===== src/rtl/button_press_classifier_top_macros.svh =====
// Assertion macros used by the button press classifier top level.
`ifndef BUTTON_PRESS_CLASSIFIER_TOP_MACROS_SVH
`define BUTTON_PRESS_CLASSIFIER_TOP_MACROS_SVH

// Condition in this cycle implies consequence in the same cycle.
`define BPC_ASSERT_NOW(lbl, clk, rst, ante, cons, msg) \
  lbl: assert property (@(posedge clk) disable iff (rst) (ante) |-> (cons)) else $error(msg);

// Condition in this cycle implies consequence in the next cycle.
`define BPC_ASSERT_NEXT(lbl, clk, rst, ante, cons, msg) \
  lbl: assert property (@(posedge clk) disable iff (rst) (ante) |=> (cons)) else $error(msg);

`endif


===== src/rtl/bpc_pkg.sv =====
// Types and constants of the button press classifier.
package bpc_pkg;

  typedef enum logic [1:0] {
    EV_NONE   = 2'd0,
    EV_SINGLE = 2'd1,
    EV_DOUBLE = 2'd2,
    EV_LONG   = 2'd3
  } press_event_t;

  localparam logic [1:0] REG_LONG_PRESS = 2'd0;
  localparam logic [1:0] REG_DEBOUNCE   = 2'd1;
  localparam logic [1:0] REG_DOUBLE_GAP = 2'd2;

  localparam logic [15:0] LONG_PRESS_RESET = 16'd1000;
  localparam logic [15:0] DEBOUNCE_RESET   = 16'd50;
  localparam logic [15:0] DOUBLE_GAP_RESET = 16'd300;

  typedef struct packed {
    logic [15:0] long_press_time;
    logic [15:0] debounce_time;
    logic [15:0] double_gap_time;
  } bpc_cfg_t;

  typedef struct packed {
    logic held_flag;
    logic click_pending;
    logic await_release;
  } bpc_status_t;

endpackage


===== src/rtl/bpc_core.sv =====
// Press classification state and the per-sample decision logic.
module bpc_core
  import bpc_pkg::*;
(
  input  logic         clk,
  input  logic         rst,
  input  logic         fire,
  input  logic         button_down,
  input  logic [31:0]  time_ms,
  input  bpc_cfg_t     cfg,
  output press_event_t press_event,
  output bpc_status_t  status
);

  logic        held_flag, held_flag_next;
  logic        click_pending, click_pending_next;
  logic        await_release, await_release_next;
  logic [31:0] press_begin, press_begin_next;
  logic [31:0] release_stamp, release_stamp_next;

  logic [31:0] press_age;
  logic [31:0] release_age;

  assign press_age   = time_ms - press_begin;
  assign release_age = time_ms - release_stamp;

  always_comb begin
    held_flag_next     = held_flag;
    click_pending_next = click_pending;
    await_release_next = await_release;
    press_begin_next   = press_begin;
    release_stamp_next = release_stamp;
    press_event        = EV_NONE;

    if (await_release && button_down) begin
      // Long code already given: ignore the rest of the hold.
      press_event = EV_NONE;
    end else begin
      await_release_next = 1'b0;
      if (button_down && !held_flag) begin
        press_begin_next = time_ms;
        held_flag_next   = 1'b1;
      end else if (button_down) begin
        if (press_age >= {16'd0, cfg.long_press_time}) begin
          held_flag_next     = 1'b0;
          click_pending_next = 1'b0;
          await_release_next = 1'b1;
          press_event        = EV_LONG;
        end
      end else if (held_flag) begin
        held_flag_next = 1'b0;
        if (press_age >= {16'd0, cfg.debounce_time} &&
            press_age < {16'd0, cfg.long_press_time}) begin
          if (click_pending && release_age < {16'd0, cfg.double_gap_time}) begin
            click_pending_next = 1'b0;
            press_event        = EV_DOUBLE;
          end else begin
            click_pending_next = 1'b1;
            release_stamp_next = time_ms;
          end
        end
      end else if (click_pending && release_age >= {16'd0, cfg.double_gap_time}) begin
        click_pending_next = 1'b0;
        press_event        = EV_SINGLE;
      end
    end
  end

  always_ff @(posedge clk) begin
    if (rst) begin
      held_flag     <= 1'b0;
      click_pending <= 1'b0;
      await_release <= 1'b0;
      press_begin   <= '0;
      release_stamp <= '0;
    end else if (fire) begin
      held_flag     <= held_flag_next;
      click_pending <= click_pending_next;
      await_release <= await_release_next;
      press_begin   <= press_begin_next;
      release_stamp <= release_stamp_next;
    end
  end

  assign status = '{held_flag: held_flag, click_pending: click_pending,
                    await_release: await_release};

endmodule


===== src/rtl/button_press_classifier_top.sv =====
// Top level of the button press classifier: stream ports, registers, pipeline.
//
//   channel  direction  word contents
//   s_*      in         button_down, time_ms
//   m_*      out        press_event
//   cfg_*    in         register index and 16-bit value
//
// One word in, one word out, one word per cycle sustained while the output is not
// stalled; each word passes the input register, then the classifier, then the
// result register. Synchronous active-high reset clears the press state and loads
// the register defaults. A stalled output holds the result register; the input
// register takes a word only if it is empty, then the input side stalls too.
module button_press_classifier_top
  import bpc_pkg::*;
(
  input  logic        clk,
  input  logic        rst,
  input  logic        s_tvalid,
  output logic        s_tready,
  input  logic [39:0] s_tdata,   // [0] button_down, [32:1] time_ms, rest zero
  output logic        m_tvalid,
  input  logic        m_tready,
  output logic [7:0]  m_tdata,   // [1:0] press_event, rest zero
  input  logic        cfg_valid,
  output logic        cfg_ready,
  input  logic [1:0]  cfg_index,
  input  logic [15:0] cfg_data
);

`include "button_press_classifier_top_macros.svh"

  bpc_cfg_t     cfg;
  bpc_status_t  status;
  press_event_t core_event;

  logic        in_valid;
  logic        in_down;
  logic [31:0] in_time;
  logic [1:0]  out_event;
  logic        fire;

  assign fire      = in_valid && (!m_tvalid || m_tready);
  assign s_tready  = !in_valid || fire;
  assign cfg_ready = 1'b1;

  always_ff @(posedge clk) begin
    if (rst) begin
      cfg.long_press_time <= LONG_PRESS_RESET;
      cfg.debounce_time   <= DEBOUNCE_RESET;
      cfg.double_gap_time <= DOUBLE_GAP_RESET;
    end else if (cfg_valid) begin
      case (cfg_index)
        REG_LONG_PRESS: cfg.long_press_time <= cfg_data;
        REG_DEBOUNCE:   cfg.debounce_time   <= cfg_data;
        REG_DOUBLE_GAP: cfg.double_gap_time <= cfg_data;
        default:        ;
      endcase
    end
  end

  always_ff @(posedge clk) begin
    if (rst) begin
      in_valid <= 1'b0;
    end else if (s_tready) begin
      in_valid <= s_tvalid;
    end
  end

  always_ff @(posedge clk) begin
    if (s_tvalid && s_tready) begin
      in_down <= s_tdata[0];
      in_time <= s_tdata[32:1];
    end
  end

  bpc_core u_core (
    .clk         (clk),
    .rst         (rst),
    .fire        (fire),
    .button_down (in_down),
    .time_ms     (in_time),
    .cfg         (cfg),
    .press_event (core_event),
    .status      (status)
  );

  always_ff @(posedge clk) begin
    if (rst) begin
      m_tvalid <= 1'b0;
    end else if (fire) begin
      m_tvalid <= 1'b1;
    end else if (m_tready) begin
      m_tvalid <= 1'b0;
    end
  end

  always_ff @(posedge clk) begin
    if (fire) begin
      out_event <= core_event;
    end
  end

  assign m_tdata = {6'd0, out_event};

  `BPC_ASSERT_NOW(a_await_not_held, clk, rst, status.await_release, !status.held_flag, "await_release with a press still counted")
  `BPC_ASSERT_NEXT(a_long_sets_await, clk, rst, fire && core_event == EV_LONG, status.await_release && !status.click_pending, "long code without wait for release")
  `BPC_ASSERT_NEXT(a_double_clears_click, clk, rst, fire && core_event == EV_DOUBLE, !status.click_pending, "double code left a click pending")

endmodule


===== config.mk =====
export PLATFORM = sky130hd
export DESIGN_NAME = button_press_classifier_top
export DESIGN_NICKNAME = d
export VERILOG_FILES = /design/src/rtl/bpc_pkg.sv /design/src/rtl/bpc_core.sv /design/src/rtl/button_press_classifier_top.sv
export VERILOG_INCLUDE_DIRS = /design/src /design/src/rtl
export SDC_FILE = /design/constraint.sdc
export NUM_CORES = 1
export LEC_CHECK = 0
export BUFFER_PORTS_ARGS = -buffer_cell sky130_fd_sc_hd__buf_2
export CORE_ASPECT_RATIO = 1.4
export CORE_MARGIN = 2
export CORE_UTILIZATION = 50
export DETAILED_ROUTE_END_ITERATION = 16
export GPL_TIMING_DRIVEN = 0
export HOLD_SLACK_MARGIN = 0.08
export PLACE_DENSITY_LB_ADDON = 0.08
export SLEW_MARGIN = 20
export SYNTH_ARGS = -nofsm -noshare
export SYNTH_HDL_FRONTEND = slang
export SYNTH_SLANG_ARGS = --single-unit

===== constraint.sdc =====
create_clock -name clk -period 6.4 [get_ports clk]
set_clock_uncertainty 0.2 [all_clocks]
set_input_delay 0.32 -clock clk [delete_from_list [all_inputs] [get_ports clk]]
set_output_delay 0.32 -clock clk [all_outputs]
set_load 0.02 [all_outputs]

Yosys cells after proc, flatten, opt, wreduce, memory -nomap -nowiden. Index checks and enable logic that the tools add are counted.

Register bits after elaboration: 152. Input bits: 63. Output and inout bits: 11. Logic and storage cells: 72.

Add/subtract/negate cells: 2. Magnitude comparators: 5. Equal/unequal tests: 5. Mux-type cells: 19. Bitwise gates (word level): 4. Reduce and logical (&&, ||, !) cells: 24.

Operators with widths (count): $ge A32 B16 Y1 (3); $lt A32 B16 Y1 (2); $sub A32 B32 Y32 (2); $mux W1 (14); $mux W2 (5); $reduce_and A2 Y1 (4); $logic_and A1 B1 Y1 (7); $reduce_and A7 Y1 (1); $reduce_and A3 Y1 (2); $reduce_and A6 Y1 (1); $not A1 Y1 (4); $logic_not A1 Y1 (3); $ne A3 B1 Y1 const B (1); $ne A3 B3 Y1 const B (1); $reduce_bool A3 Y1 (1); $eq A2 B1 Y1 const B (1); $eq A2 B2 Y1 const B (1); $logic_not A2 Y1 (1); $logic_or A1 B1 Y1 (2); $ne A2 B1 Y1 const B (1); $reduce_bool A2 Y1 (1); $reduce_or A2 Y1 (1).

Logic depth before layout (Yosys ltp).
Depth in word-level cells: 7. Mapped depth: 23. Mapped depth without buffers: 22.

Hierarchy. From an unflattened synthesis, not the netlist that was laid out.

Cell total of the unflattened synthesis: 1417. Area, all modules: 11377.2 sq um.

By module, submodules not included: bpc_core (times used 1, cells each 1176, area an instance 8209.1 sq um, seq. area each 1341.3 sq um); button_press_classifier_top (times used 1, cells each 241, area an instance 3168.0 sq um, seq. area each 2052.0 sq um).

Worst setup path before layout. OpenSTA, ideal clock, no wires.

Path type: reg2reg. From: register in_time[0]. To: register u_core.release_stamp[10]. Library setup time: 0.128 ns. Arrival: 4.284 ns. Required time: 6.072 ns. Path slack: 1.789 ns. Cell stages (with the launch flop): 23. Path buffers: 1. Period minus slack after synthesis: 4.611 ns. Path through: edfxtp_1 > inv_1 > ha_1 > fa_1 > nand2b_1 > a21o_1 > a311o_1 > nand2_1 > a21o_1 > a21oi_1 > xnor2_1 > ha_1 > nand4_1 > a21oi_1 > a211o_1 > a2111oi_0 > o211a_1 > nand4_1 > nor4_4 > o2111ai_4 > buf_6 > mux2i_1 > nor2_1.

Cells in the longest elaborated chain, start to end: 5. Elaborated cells on any way between the ends: 9. Those cells by class: 2 x add/sub; 3 x order compare; 1 x bitwise; 3 x reduce/logical.

Ends and longest elaborated chain: start: declaration (line button_press_classifier_top.sv:38) `logic [31:0] in_time;`; start signal: assignment (line button_press_classifier_top.sv:72) `in_time <= s_tdata[32:1];`; $sub A32 B32 Y32 (line bpc_core.sv:25) `assign release_age = time_ms - release_stamp;`; $lt A32 B16 Y1 (line bpc_core.sv:54) `if (click_pending && release_age < {16'd0, cfg.double_gap_time}) begin`; $logic_and A1 B1 Y1 (line bpc_core.sv:54); $not A1 Y1 (no line); $reduce_and A7 Y1 (no line) *; end signal: assignment (line bpc_core.sv:81) `release_stamp <= release_stamp_next;`; end: declaration (line bpc_core.sv:19) `logic [31:0] release_stamp, release_stamp_next;`.

Mark *: on every way between the ends. The rest lies on a longest branch, timed or not. A chain may end at the register's enable or synchronous reset.

Worst setup path in the final report.
From: register in_time[1]. To: register u_core.release_stamp[18].

Same word-level chain as after synthesis.

==> Flow_metrics.wiki <==
{| class="wikitable"
! Metric !! Value
|-
| Die X || 128 µm
|-
| Count of routing violations after the opening detailed-route iteration || 495
|-
| RSZ-0062 raised after global routing || false
|-
| Routed wire length || 30,700 µm
|-
| CTS tree || built
|-
| Worst flop-to-flop path startpoint || in_time[1]$_DFFE_PP_
|-
| Number of placed cells counting well taps || 1,665
|-
| Chip Height || 177 µm
|-
| DR vias/cell || 5.60
|-
| Final Hold Violating Endpoints || 0
|-
| Achievable clock frequency || 172 MHz
|-
| Gates resized, CTS repair || 0
|-
| Sink count of the clock tree || 152
|-
| Worst Setup Path Type || register to register
|-
| Outcome || complete, no violations
|-
| Buffer depth of the longest clock path || 2
|-
| Vias || 9,803
|-
| Post-Place Cell Area || 11,400 µm²
|-
| Number of standard cells after synthesis || 1,341
|-
| Root buffer cell || clkbuf_16
|-
| Sum of negative setup slack || 0 ns
|-
| Count of antenna diodes in the layout || 0
|-
| Worst ir drop on vdd || 0.213 mV
|-
| Layout-stage area growth over the synthesis result || 16.7%
|-
| Share of flip-flops with an asynchronous set or reset after synthesis || 0
|-
| Count of final setup violators || 0
|-
| CP Capture Type || register
|-
| Total of max-cap violations || 0
|-
| DIE AREA || 22,700 µm²
|-
| Pre-antenna DRT Iters || 5
|-
| Worst stage delay on the critical path || 0.57 ns
|-
| Congestion Overflow GR || 0
|-
| Post-detailed-placement half-perimeter wirelength || 23,900 µm
|-
| Min-Delay Path Depth || 4
|-
| Min Clock Period, post-route || 5.83 ns
|-
| Count of buffers added by post-CTS timing repair for setup || 0
|-
| Ports || 74
|-
| Via count of the first global-routing pass || 9,358
|-
| Reg2reg setup slack || 0.57 ns
|-
| Post-synth design cell area || 10,700 µm²
|-
| Tightest Hold Check Type || input port to register
|-
| Wire length of the first global-routing pass || 48,500 µm
|-
| Total of flip-flops plus latches after synthesis || 152
|-
| P_leak || 5.06 nW
|-
| Starting utilization of the core area || 0.508
|-
| Required time at the worst-slack endpoint || 6.51 ns
|-
| Worst-case headroom to the max-slew limit || 0.449
|-
| Number of flops mapped to enable cells by yosys || 35
|-
| Final Non-Filler Cells || 1,750
|-
| Period utilization || 0.911
|-
| Number of warnings reported in the yosys synthesis log || 0
|-
| Setup crit start kind || register
|-
| Capture endpoint of the worst hold path || cfg[37]$_SDFFE_PP1P_
|-
| Crit path max fanout || 10
|-
| Launch instance of the worst min-delay path || cfg_index[1]
|-
| Number of clock buffers inserted by TritonCTS || 17
|-
| Clock Latency Late Sink || 0.44 ns
|-
| Global placer's final weighted congestion || 0.960
|-
| Power Dens Cells || 215 nW/µm²
|-
| Fin nets || 1,652
|-
| Number of different library cells in the post-synthesis netlist || 76
|-
| Number of rows created at floorplan || 63
|-
| Sequential area share after synthesis || 0.316
|-
| Depth of the most critical reg-to-reg path || 19
|-
| Deepest level of the CTS H-tree || 4
|-
| Number of buffers inserted for hold repair after clock tree synthesis || 53
|-
| Remaining antenna violation count || 0
|-
| Count of pins over their slew limit || 0
|-
| Core area || 21,100 µm²
|-
| Maximum number of pins on one net before global-route repair || 31
|-
| RR Endpoint || u_core.release_stamp[18]$_SDFFE_PP0P_
|-
| Tot GR Track Use || 0.278
|-
| Worst-path cell with the longest stage delay || a211oi_1
|-
| Residual DRC count || 0
|-
| Clock-pin transition on the worst setup and hold timing paths || 0.07 ns
|-
| Number of antenna violations at the first check in global routing || 0
|-
| Number of buffers added on ports || 58
|-
| Worst slew pin tran || 0.819 ns
|-
| Fraction of layout cells with a size suffix above 1 || 0.0792
|-
| Average cell area after synthesis || 8.00 µm²
|-
| Data arrival time of the worst path || 5.94 ns
|-
| Detail-routed net length per standard cell || 17.6 µm
|-
| Prevailing post-synth register cell || dfxtp_1
|-
| Cells along the critical path || ha_1 > nor2b_1 > o2111ai_1 > a211oi_1 > nor2_1 > o31ai_1 > xor2_1 > ha_1 > nand4_1 > a2111oi_0 > a211o_1 > a2111oi_0 > o211a_1 > nand4_1 > nor4_4 > o2111ai_4 > buf_6 > mux2i_1 > nor2_1
|-
| Fin area || 12,500 µm²
|}
[synth_stat cells, drive strengths merged, types with 3 or more instances]
master	instances	area, µm²
nor2b	15	93.8
o31ai	5	42.5
a31oi	8	50.1
o21a	15	113
inv	119	447
nor3b	3	22.5
a221oi	5	50.0
xor2	15	131
buf	11	91.3
nor3	12	60.1
and2	6	37.5
xnor2	31	272
or4	3	22.5
o21ai	52	260
o211a	3	30.0
o21bai	3	22.5
and4	8	70.1
dfxtp	117	2340
mux2i	38	380
a21o	25	188
nand4	33	206
ha	110	1380
o211ai	11	82.6
a21oi	151	756
or3	9	56.3
a211o	15	131
a21boi	6	45.0
nand2	201	754
nand3b	6	45.0
or2	4	25.0
a211oi	15	118
nand3	16	80.1
clkbuf	52	195
o22ai	3	18.8
a2111oi	5	43.8
and3	8	50.1
o2111ai	7	78.8
nand2b	12	75.1
nor4	9	71.3
nor2	102	383
edfxtp	35	1050
[worst max-delay path by stage]
stage	from	end	slack, ns	depth (start not counted)
after floorplan	in_time[0]$_DFFE_PP_	u_core.release_stamp[10]$_SDFFE_PP0P_	1.79	22
after global placement	in_time[1]$_DFFE_PP_	u_core.release_stamp[17]$_SDFFE_PP0P_	0.69	19
after detailed placement	in_time[1]$_DFFE_PP_	u_core.release_stamp[3]$_SDFFE_PP0P_	0.61	19
after CTS	in_time[1]$_DFFE_PP_	u_core.release_stamp[3]$_SDFFE_PP0P_	0.55	19
after global routing	in_time[1]$_DFFE_PP_	u_core.release_stamp[12]$_SDFFE_PP0P_	0.18	19
final	in_time[1]$_DFFE_PP_	u_core.release_stamp[18]$_SDFFE_PP0P_	0.57	19
[report_power, final]
part	leakage, nW	internal [mW]	switching, mW
clock network	0.287	0.616	0.445
logic	3.48	0.241	0.350
registers	1.29	1.02	0.0306
[cell usage in the layout (no fill, tap or decap), types with 6 or more instances in the layout]
master,Yosys,routed
nand2_1,201,201
a21oi_1,151,151
inv_1,119,119
dfxtp_1,117,117
ha_1,110,110
nor2_1,102,102
buf_2,1,59
clkbuf_1,52,53
dlygate4sd3_1,0,53
o21ai_0,40,40
mux2i_1,38,38
edfxtp_1,35,35
nand4_1,33,33
xnor2_1,31,31
a21o_1,25,25
clkbuf_16,0,17
nand3_1,16,16
nor2b_1,15,15
o21a_1,15,15
xor2_1,15,15
a211o_1,15,15
a211oi_1,14,14
nand2b_1,12,12
o21ai_1,12,12
nor3_1,12,12
o211ai_1,11,11
or3_1,9,9
and3_1,8,8
and4_1,8,8
a31oi_1,8,8
nor4_1,8,8
buf_4,7,7
conb_1,2,7
o2111ai_1,6,6
nand3b_1,6,6
[per-stage QoR]
stage | worst slack [ns] | util | hold WS (ns) | power (mW)
2_1_floorplan | 1.79 | - | 0.219 | 1.46
3_3_place_gp | 0.693 | 0.538 | 0.243 | 1.62
3_5_place_dp | 0.609 | 0.539 | 0.246 | 1.63
4_1_cts | 0.546 | 0.593 | 0.0830 | 2.71
5_1_grt | 0.182 | 0.593 | 0.122 | 2.84
6_report | 0.571 | 0.593 | 0.101 | 2.70
[critical path: cells and delay by family (launching register included)]
family	cells	cell delay (ns)
flip-flops	1	0.48
AND/OR/NAND/NOR	6	1.26
buffers and inverters	1	0.26
XOR/XNOR	1	0.27
AO/OA/AOI/OAI	8	2.45
adder cells (fa/ha/maj)	2	0.61
multiplexers	1	0.16
[area by class of cell]
cell class                 count  area [µm²]
buffer                        63         287
clock buffer                  18         429
clock inverter                14         175
fill                        2026        8600
inverter                     119         447
multi-input combinational   1012        6630
sequential                   152        3390
tap                          260         325
timing repair buffer         112         841
[sequential cells by signal, indices dropped and copies added, names as in the netlist]
name                  cells
m_tvalid                  1
in_down                   1
u_core.click_pending      1
cfg                      48
in_time                  32
u_core.press_begin       32
in_valid                  1
out_event                 2
u_core.held_flag          1
u_core.release_stamp     32
u_core.await_release      1
[metal layers]
layer  track usage  up-vias  part of all wire
li1              -     5012                 -
met1         0.321     4530              0.42
met2         0.509      208              0.51
met3        0.0410       53             0.031
met4         0.116        0             0.037
met5             0        -                 0
[cells by family after synthesis]
logic type	synth area share
buffers and inverters	0.0683
AO/OA/AOI/OAI	0.209
other	0.000700
multiplexers	0.0375
XOR/XNOR	0.0375
adder cells (fa/ha/maj)	0.132
AND/OR/NAND/NOR	0.198
flip-flops	0.316
No activity file was read; power rests on OpenSTA's default activity.
